**config.mk**
```make
export PLATFORM = sky130hd
export DESIGN_NAME = outline_conic_to_cubic_path_stream
export DESIGN_NICKNAME = d
export VERILOG_FILES = /design/src/sv/occ_pkg.sv /design/src/sv/occ_two_thirds.sv /design/src/sv/outline_conic_to_cubic_path_stream.sv
export SDC_FILE = /design/constraint.sdc
export NUM_CORES = 2
export LEC_CHECK = 0
export BUFFER_PORTS_ARGS = -buffer_cell sky130_fd_sc_hd__buf_2
export CAP_MARGIN = 20
export CORE_ASPECT_RATIO = 1.5
export CORE_UTILIZATION = 40
export CTS_BUF_LIST = sky130_fd_sc_hd__clkbuf_16
export CTS_CLUSTER_SIZE = 8
export DETAILED_ROUTE_END_ITERATION = 7
export PLACE_DENSITY = 0.67
export SYNTH_ARGS = -nofsm -noshare
export SYNTH_HDL_FRONTEND = slang
export SYNTH_SLANG_ARGS = --single-unit
```
**constraint.sdc**
```tcl
create_clock -name i_clk -period 15.6 [get_ports i_clk]
set_input_delay 3.12 -clock i_clk [delete_from_list [all_inputs] [get_ports i_clk]]
set_output_delay 3.12 -clock i_clk [all_outputs]
set_load 0.05 [all_outputs]
```
**src/sv/occ_pkg.sv**
```systemverilog
// ============================================================================
// occ_pkg
// Shared types and constants for the outline path stream with conic to
// cubic conversion.
// ============================================================================
`timescale 1ns / 1ps
`default_nettype none

package occ_pkg;

    // Default coordinate width in font units.
    localparam int COORD_WIDTH_DEF = 16;

    // Number of coordinates carried in one beat on either side.
    localparam int NUM_COORDS = 6;

    // Width of the kind and operation codes.
    localparam int KIND_W = 3;
    localparam int OP_W   = 2;

    // Outline command kinds on the input side.
    typedef enum logic [KIND_W-1:0] {
        KIND_BEGIN = 3'd0,
        KIND_MOVE  = 3'd1,
        KIND_LINE  = 3'd2,
        KIND_CONIC = 3'd3,
        KIND_CUBIC = 3'd4,
        KIND_END   = 3'd5
    } t_kind;

    // Path operations on the output side.
    typedef enum logic [OP_W-1:0] {
        OP_MOVE  = 2'd0,
        OP_LINE  = 2'd1,
        OP_CURVE = 2'd2,
        OP_CLOSE = 2'd3
    } t_op;

endpackage : occ_pkg

`default_nettype wire

```
**src/sv/occ_two_thirds.sv**
```systemverilog
// ============================================================================
// occ_two_thirds
// Moves a point two thirds of the way towards a control point, rounding the
// offset to the nearest integer with halves away from zero.
// ============================================================================
`timescale 1ns / 1ps
`default_nettype none

module occ_two_thirds #(
    parameter int COORD_WIDTH = occ_pkg::COORD_WIDTH_DEF
) (
    input  wire logic signed [COORD_WIDTH-1:0] i_point,
    input  wire logic signed [COORD_WIDTH-1:0] i_ctrl,
    output logic signed [COORD_WIDTH-1:0]      o_result
);

    localparam int CW     = COORD_WIDTH;
    localparam int PROD_W = 2 * CW + 2;

    // Reciprocal of three scaled by 2^(CW+2), rounded up. With a dividend
    // below 2^(CW+1) the truncated product equals the exact floor quotient.
    localparam longint unsigned RECIP_FULL =
        ((64'd1 << (COORD_WIDTH + 2)) + 64'd2) / 64'd3;
    localparam logic [CW:0] RECIP = RECIP_FULL[CW:0];

    logic [CW:0]     diff;
    logic            neg;
    logic [CW:0]     mag;
    logic [CW:0]     dividend;
    logic [PROD_W-1:0] prod;
    logic [CW-1:0]   quot;
    logic [CW-1:0]   offset;

    // Difference kept one bit wider so that it never overflows.
    assign diff     = {i_ctrl[CW-1], i_ctrl} - {i_point[CW-1], i_point};
    assign neg      = diff[CW];
    assign mag      = neg ? (~diff + (CW+1)'(1)) : diff;
    // Twice the magnitude plus one; the magnitude always fits in CW bits.
    assign dividend = {mag[CW-1:0], 1'b1};
    assign prod     = PROD_W'(dividend) * PROD_W'(RECIP);
    assign quot     = prod[PROD_W-1:CW+2];
    assign offset   = neg ? (~quot + CW'(1)) : quot;
    assign o_result = i_point + offset;

endmodule : occ_two_thirds

`default_nettype wire

```
**src/sv/outline_conic_to_cubic_path_stream.sv**
```systemverilog
// ============================================================================
// outline_conic_to_cubic_path_stream
// Turns glyph outline commands into path operations, converting conic
// segments into cubic curves and closing open contours on move and end.
// ============================================================================
// Path: a command is captured in the input register, decoded
// combinationally, and its beats are written into the result register.
// Throughput: one command per cycle while the master side takes beats; a move
// that closes an open contour needs two result beats, one beat a cycle.
// Reset (synchronous, active low) empties both registers, clears the last
// end point to the origin and marks the contour closed.
`timescale 1ns / 1ps
`default_nettype none

module outline_conic_to_cubic_path_stream #(
    parameter int COORD_WIDTH = occ_pkg::COORD_WIDTH_DEF
) (
    input  wire logic                   i_clk,
    input  wire logic                   i_rst_n,

    // Command side.
    input  wire logic                   s_axis_tvalid,
    output logic                        s_axis_tready,
    // ctrl_a_x, ctrl_a_y, ctrl_b_x, ctrl_b_y, end_x, end_y, then zero pad
    input  wire logic [((6*COORD_WIDTH+7)/8)*8-1:0] s_axis_tdata,
    // kind
    input  wire logic [occ_pkg::KIND_W-1:0] s_axis_tuser,

    // Path side.
    output logic                        m_axis_tvalid,
    input  wire logic                   m_axis_tready,
    // p1_x, p1_y, p2_x, p2_y, p3_x, p3_y, then zero pad
    output logic [((6*COORD_WIDTH+7)/8)*8-1:0] m_axis_tdata,
    // op
    output logic [occ_pkg::OP_W-1:0]    m_axis_tuser,
    output logic                        m_axis_tlast
);

    localparam int CW     = COORD_WIDTH;
    localparam int PTS_W  = occ_pkg::NUM_COORDS * CW;
    localparam int DATA_W = ((6 * COORD_WIDTH + 7) / 8) * 8;

    // ------------------------------------------------------------------
    // Registers
    // ------------------------------------------------------------------
    // Input register: holds one command until all of its beats have been
    // written into the result register.
    logic                          r_in_valid;
    logic [occ_pkg::KIND_W-1:0]    r_in_kind;
    logic [PTS_W-1:0]              r_in_pts;

    // Outline state: last end point and whether a contour is open.
    logic signed [CW-1:0]          r_prev_x;
    logic signed [CW-1:0]          r_prev_y;
    logic                          r_open;
    // Set once the close beat of a two-beat move has been issued.
    logic                          r_phase;

    // Result register.
    logic                          r_out_valid;
    occ_pkg::t_op                  r_out_op;
    logic                          r_out_last;
    logic [PTS_W-1:0]              r_out_pts;

    // ------------------------------------------------------------------
    // Field unpacking
    // ------------------------------------------------------------------
    logic signed [CW-1:0] in_ax;
    logic signed [CW-1:0] in_ay;
    logic signed [CW-1:0] in_ex;
    logic signed [CW-1:0] in_ey;

    assign in_ax = r_in_pts[0*CW +: CW];
    assign in_ay = r_in_pts[1*CW +: CW];
    assign in_ex = r_in_pts[4*CW +: CW];
    assign in_ey = r_in_pts[5*CW +: CW];

    // ------------------------------------------------------------------
    // Conic to cubic conversion: the first control is pulled from the
    // previous end point, the second from the new end point, each two
    // thirds of the way towards the conic control.
    // ------------------------------------------------------------------
    logic signed [CW-1:0] c1_x;
    logic signed [CW-1:0] c1_y;
    logic signed [CW-1:0] c2_x;
    logic signed [CW-1:0] c2_y;

    occ_two_thirds #(.COORD_WIDTH(CW)) u_c1_x (
        .i_point (r_prev_x),
        .i_ctrl  (in_ax),
        .o_result(c1_x)
    );

    occ_two_thirds #(.COORD_WIDTH(CW)) u_c1_y (
        .i_point (r_prev_y),
        .i_ctrl  (in_ay),
        .o_result(c1_y)
    );

    occ_two_thirds #(.COORD_WIDTH(CW)) u_c2_x (
        .i_point (in_ex),
        .i_ctrl  (in_ax),
        .o_result(c2_x)
    );

    occ_two_thirds #(.COORD_WIDTH(CW)) u_c2_y (
        .i_point (in_ey),
        .i_ctrl  (in_ay),
        .o_result(c2_y)
    );

    // ------------------------------------------------------------------
    // Command decode
    // ------------------------------------------------------------------
    // For the command in the input register this works out the beat to
    // issue now (if any), whether it is the command's final beat, and the
    // outline state left behind once the command retires.
    logic                  emit;
    logic                  emit_last;
    occ_pkg::t_op          emit_op;
    logic [PTS_W-1:0]      emit_pts;
    logic signed [CW-1:0]  n_prev_x;
    logic signed [CW-1:0]  n_prev_y;
    logic                  n_open;

    always_comb begin
        emit      = 1'b0;
        emit_last = 1'b0;
        emit_op   = occ_pkg::OP_MOVE;
        emit_pts  = '0;
        n_prev_x  = r_prev_x;
        n_prev_y  = r_prev_y;
        n_open    = r_open;
        unique case (occ_pkg::t_kind'(r_in_kind))
            occ_pkg::KIND_BEGIN: begin
                n_open = 1'b0;
            end
            occ_pkg::KIND_MOVE: begin
                // An open contour is closed by a separate beat ahead of the move.
                emit = 1'b1;
                if (r_open && !r_phase) begin
                    emit_op = occ_pkg::OP_CLOSE;
                end else begin
                    emit_op   = occ_pkg::OP_MOVE;
                    emit_last = 1'b1;
                    emit_pts  = PTS_W'({in_ey, in_ex});
                end
                n_prev_x = in_ex;
                n_prev_y = in_ey;
                n_open   = 1'b1;
            end
            occ_pkg::KIND_LINE: begin
                emit      = 1'b1;
                emit_last = 1'b1;
                emit_op   = occ_pkg::OP_LINE;
                emit_pts  = PTS_W'({in_ey, in_ex});
                n_prev_x  = in_ex;
                n_prev_y  = in_ey;
                n_open    = 1'b1;
            end
            occ_pkg::KIND_CONIC: begin
                emit      = 1'b1;
                emit_last = 1'b1;
                emit_op   = occ_pkg::OP_CURVE;
                emit_pts  = {in_ey, in_ex, c2_y, c2_x, c1_y, c1_x};
                n_prev_x  = in_ex;
                n_prev_y  = in_ey;
            end
            occ_pkg::KIND_CUBIC: begin
                // The input coordinate order already matches the curve layout.
                emit      = 1'b1;
                emit_last = 1'b1;
                emit_op   = occ_pkg::OP_CURVE;
                emit_pts  = r_in_pts;
                n_prev_x  = in_ex;
                n_prev_y  = in_ey;
            end
            occ_pkg::KIND_END: begin
                if (r_open) begin
                    emit      = 1'b1;
                    emit_last = 1'b1;
                    emit_op   = occ_pkg::OP_CLOSE;
                end
                n_open = 1'b0;
            end
            default: begin
                // Unused kind codes retire silently with no state change.
            end
        endcase
    end

    // ------------------------------------------------------------------
    // Flow control
    // ------------------------------------------------------------------
    // The result register can take a beat when it is empty or being
    // drained this cycle. A command retires when it has nothing to issue
    // or when its final beat is written.
    logic out_free;
    logic load;
    logic consume;

    assign out_free      = !r_out_valid || m_axis_tready;
    assign load          = r_in_valid && emit && out_free;
    assign consume       = r_in_valid && (!emit || (out_free && emit_last));
    assign s_axis_tready = !r_in_valid || consume;

    always_ff @(posedge i_clk) begin
        if (!i_rst_n) begin
            r_in_valid  <= 1'b0;
            r_out_valid <= 1'b0;
            r_phase     <= 1'b0;
            r_open      <= 1'b0;
            r_prev_x    <= '0;
            r_prev_y    <= '0;
        end else begin
            if (s_axis_tvalid && s_axis_tready) begin
                r_in_valid <= 1'b1;
            end else if (consume) begin
                r_in_valid <= 1'b0;
            end

            if (load) begin
                r_out_valid <= 1'b1;
            end else if (m_axis_tready) begin
                r_out_valid <= 1'b0;
            end

            if (consume) begin
                r_phase  <= 1'b0;
                r_prev_x <= n_prev_x;
                r_prev_y <= n_prev_y;
                r_open   <= n_open;
            end else if (load) begin
                r_phase <= 1'b1;
            end
        end
    end

    // Payload registers carry no reset.
    always_ff @(posedge i_clk) begin
        if (s_axis_tvalid && s_axis_tready) begin
            r_in_kind <= s_axis_tuser;
            r_in_pts  <= s_axis_tdata[PTS_W-1:0];
        end
        if (load) begin
            r_out_op   <= emit_op;
            r_out_last <= emit_last;
            r_out_pts  <= emit_pts;
        end
    end

    assign m_axis_tvalid = r_out_valid;
    assign m_axis_tuser  = r_out_op;
    assign m_axis_tlast  = r_out_last;
    assign m_axis_tdata  = DATA_W'(r_out_pts);

    // ------------------------------------------------------------------
    // Assertions
    // ------------------------------------------------------------------
    // The second beat of a move is only pending while a move that closed
    // an open contour is still held.
    a_phase_is_move: assert property (@(posedge i_clk) disable iff (!i_rst_n)
        r_phase |-> (r_in_valid && r_in_kind == occ_pkg::KIND_MOVE && r_open))
        else $error("pending second beat without an open-contour move");

    // A close beat carries no coordinates.
    a_close_zero: assert property (@(posedge i_clk) disable iff (!i_rst_n)
        (m_axis_tvalid && m_axis_tuser == occ_pkg::OP_CLOSE) |-> (r_out_pts == '0))
        else $error("close beat with non-zero coordinates");

    // Only the close ahead of a move may be a non-final beat.
    a_nonlast_close: assert property (@(posedge i_clk) disable iff (!i_rst_n)
        (m_axis_tvalid && !m_axis_tlast) |-> (m_axis_tuser == occ_pkg::OP_CLOSE))
        else $error("non-final beat that is not a close");

    // An end command always leaves the contour closed.
    a_end_closes: assert property (@(posedge i_clk) disable iff (!i_rst_n)
        (consume && r_in_kind == occ_pkg::KIND_END) |=> !r_open)
        else $error("contour still open after end");

endmodule : outline_conic_to_cubic_path_stream

`default_nettype wire

```
==> metrics.md <==
| Metric | Value |
|---|---|
| Hold_sp | `m_axis_tvalid` |
| Drt total wl | `between 100000 and 150000 µm` |
| # Max-Cap Violations | `0` |
| Post-CTS Setup Repair Bufs | `0` |
| Synthesized area | `~0.038 mm²` |
| Resized cells post-CTS | `0` |
| Type of origin of the critical path | `register` |
| Mapped Nets | `~5.2k` |
| HPWL after DPL | `a little under 100000 µm` |
| Post-Syn Instances | `4119` |
| CTS root buf | `clkbuf_16` |
| Num CTS Buffers | `37` |
| Ys async rst share | `0%` |
| Core Rows | `between 100 and 150` |
| Peak Freq | `79.0 MHz` |
| Hold depth | `2` |
| CTS Buffer Depth | `3` |
| Drt wl/cell | `about 21 µm` |
| Crit path max-delay family | `adder cells` |
| Crit path buf inv count | `5` |
| Most frequent cells after synthesis | `inv_1, ha_1, fa_1, nand2_1, a21oi_1` |
| Final Util | `between 40% and 50%` |
| DRC viols | `0` |
| R2R Path End | `m_axis_tdata[47]` |
| Reg2Reg Depth | `47` |
| Setup TNS | `0 ns` |
| Unique masters post-synth | `about 110` |
| Synth Flop Type | `edfxtp_1` |
| Final Slew Violations | `0` |
| CTS tree | `yes` |
| Final min period | `12.65 ns` |
| Clock latency on the worst-skew pair | `roughly 0.59 ns` |
| Worst-path clk slew | `around 0.060 ns` |
| Worst slew pin tran | `1.14 ns` |
| Ys Warns | `0` |
| DIE AREA | `0.0953 mm²` |
| Vias in the first global route | `31.1k` |
| Largest net degree at the start of global routing | `67` |
| Synthesized area per cell | `a little over 9 µm²` |
| Final net count | `5407` |
| Min-Delay Endpoint | `m_axis_tvalid` |
| Final setup fails | `0` |
| Initial Util | `around 40%` |
| Clk sinks | `about 230` |
| Kind of critical path | `register to register` |
| # hold bufs at CTS | `0` |
| CP Capture Type | `register` |
| First-pass GRT wire length | `around 180000 µm` |
| RSZ-0062 raised after global routing | `no` |
| R2R Setup Slk | `just under 3 ns` |
| Placer Congestion | `approximately 0.98` |
| Vias per cell | `5.40` |
| Most frequent cell after synthesis | `inv_1` |
| Synth top area share | `approximately a fifth` |
| Setup clock skew after layout | `roughly 0.031 ns` |
| Reg-to-Reg Start | `r_in_pts[65]` |
| Final period util | `81.1%` |
| Die W | `~250 µm` |
| Crit-path max FO | `6` |
| Critical path arrival | `12.95 ns` |
| Share of cells above drive strength 1 | `8.04%` |
| Outcome | `completed` |
| Worst hold-check path type | `register to register` |
| Sequential-to-total area share from yosys stat | `between 10% and 20%` |
| GRT overflow | `0` |
| FF+latch count, synth | `around 230` |
| Htree depth | `2` |
| Boundary Pins | `slightly above 200` |
| Antenna violations before repair | `5` |
| Port buffer count | `between 200 and 250` |
| Hold Fails Final Rpt | `0` |
| Die height | `~380 µm` |
| Relative slew slack | `23.3%` |
| EDFF count, synth | `198` |
| Critical Path Start | `r_in_pts[65]` |
| Layout area overhead | `9.83%` |
| Drt first pass iters | `6` |
| Synth area leader | `ha_1` |
| Iteration-0 DRC Markers | `approximately 1.8k` |
| GRT Total Usage | `24.4%` |
| Core outline area | `about 0.093 mm²` |
| Critical path's slowest cell | `nor4b_1` |
| Slowest cell delay on critical path | `roughly 0.66 ns` |
| Via count | `just over 30k` |
| Req. time, crit path | `approximately 16 ns` |
| Synth top area cells | `ha_1, fa_1, edfxtp_1` |
| Routed Antenna Nets | `0` |
==> flip-flops by register name, summed over array words and instances (netlist names) <==
register,flops
m_axis_tdata,96
r_prev_x,16
m_axis_tvalid,1
r_in_pts,96
r_prev_y,16
m_axis_tlast,1
r_phase,1
r_in_valid,1
r_open,1
m_axis_tuser,2
r_in_kind,3
==> logic make-up after synthesis <==
logic type / Yosys count / synth area share (%)
mux: 15 / 0.423
xor+xnor: 289 / 6.83
compound gates: 881 / 15.5
buf+inv: 889 / 8.92
flops: 234 / 17.7
simple gates: 835 / 11.2
fa+ha+maj: 976 / 39.4
==> worst max-delay path by stage <==
stage | slack [ns] | cells after the start | to
after floorplan | 4.69 | 48 | m_axis_tdata[31]
after global placement | 3.18 | 46 | m_axis_tdata[47]
after detailed placement | 3.06 | 46 | m_axis_tdata[47]
after CTS | 2.95 | 46 | m_axis_tdata[47]
after global routing | 2.13 | 50 | m_axis_tdata[62]
final | 2.95 | 47 | m_axis_tdata[47]
==> per-layer routing <==
metal | vias to the layer above | global-route usage (%) | part of all wire [%]
li1 | 14433 | - | -
met1 | 14736 | 27.8 | 39
met2 | 854 | 45.8 | 52
met3 | 248 | 2.20 | 4.4
met4 | 4 | 10.8 | 4.7
met5 | - | 0 | 0.073
==> through the flow <==
stage	area [µm²]	setup WS (ns)	hold slack, ns	std cells
after global routing	41300	2.13	0.526	5606
after CTS	41300	2.95	0.491	5605
after global placement	40200	3.18	0.478	5540
after detailed placement	40200	3.06	0.481	5540
after floorplan	37600	4.69	0.461	4119
final	41300	2.95	0.492	5608
==> worst reg2reg max path: cells and delay by family, from the launching register on <==
kind	cells	cell delay (ns)
adder cells (fa/ha/maj)	9	3.64
AO/OA/AOI/OAI	15	3.05
AND/OR/NAND/NOR	12	2.99
XOR/XNOR	6	1.66
flip-flops	1	0.53
buffers and inverters	5	0.48
==> final cells by class <==
class,instances,area (µm²)
fillers,9121,51800
diodes,3,7.51
flip-flops and latches,234,6670
well taps,1251,1570
multi-input cells,2996,27600
repair buffers,237,1270
clock buffers,37,926
inverters,822,3090
clock inverters,28,159
==> cells in the final DEF (no fill, tap or decap), drive strengths merged, types with 41 or more instances in the layout <==
cell / netlist / routed
a21boi: 49 / 49
fa: 348 / 348
and2: 64 / 64
nor2b: 41 / 41
inv: 822 / 842
nor2: 151 / 151
a21o: 89 / 89
xor2: 104 / 104
nor3: 58 / 58
a31oi: 41 / 41
edfxtp: 198 / 198
nand2: 267 / 267
nand3: 45 / 45
o21ai: 179 / 179
xnor2: 184 / 184
a21oi: 232 / 232
buf: 10 / 237
ha: 628 / 628
Power is not shown: default switching activity piles up to over one toggle a cycle in this logic, so the estimate is an artifact.
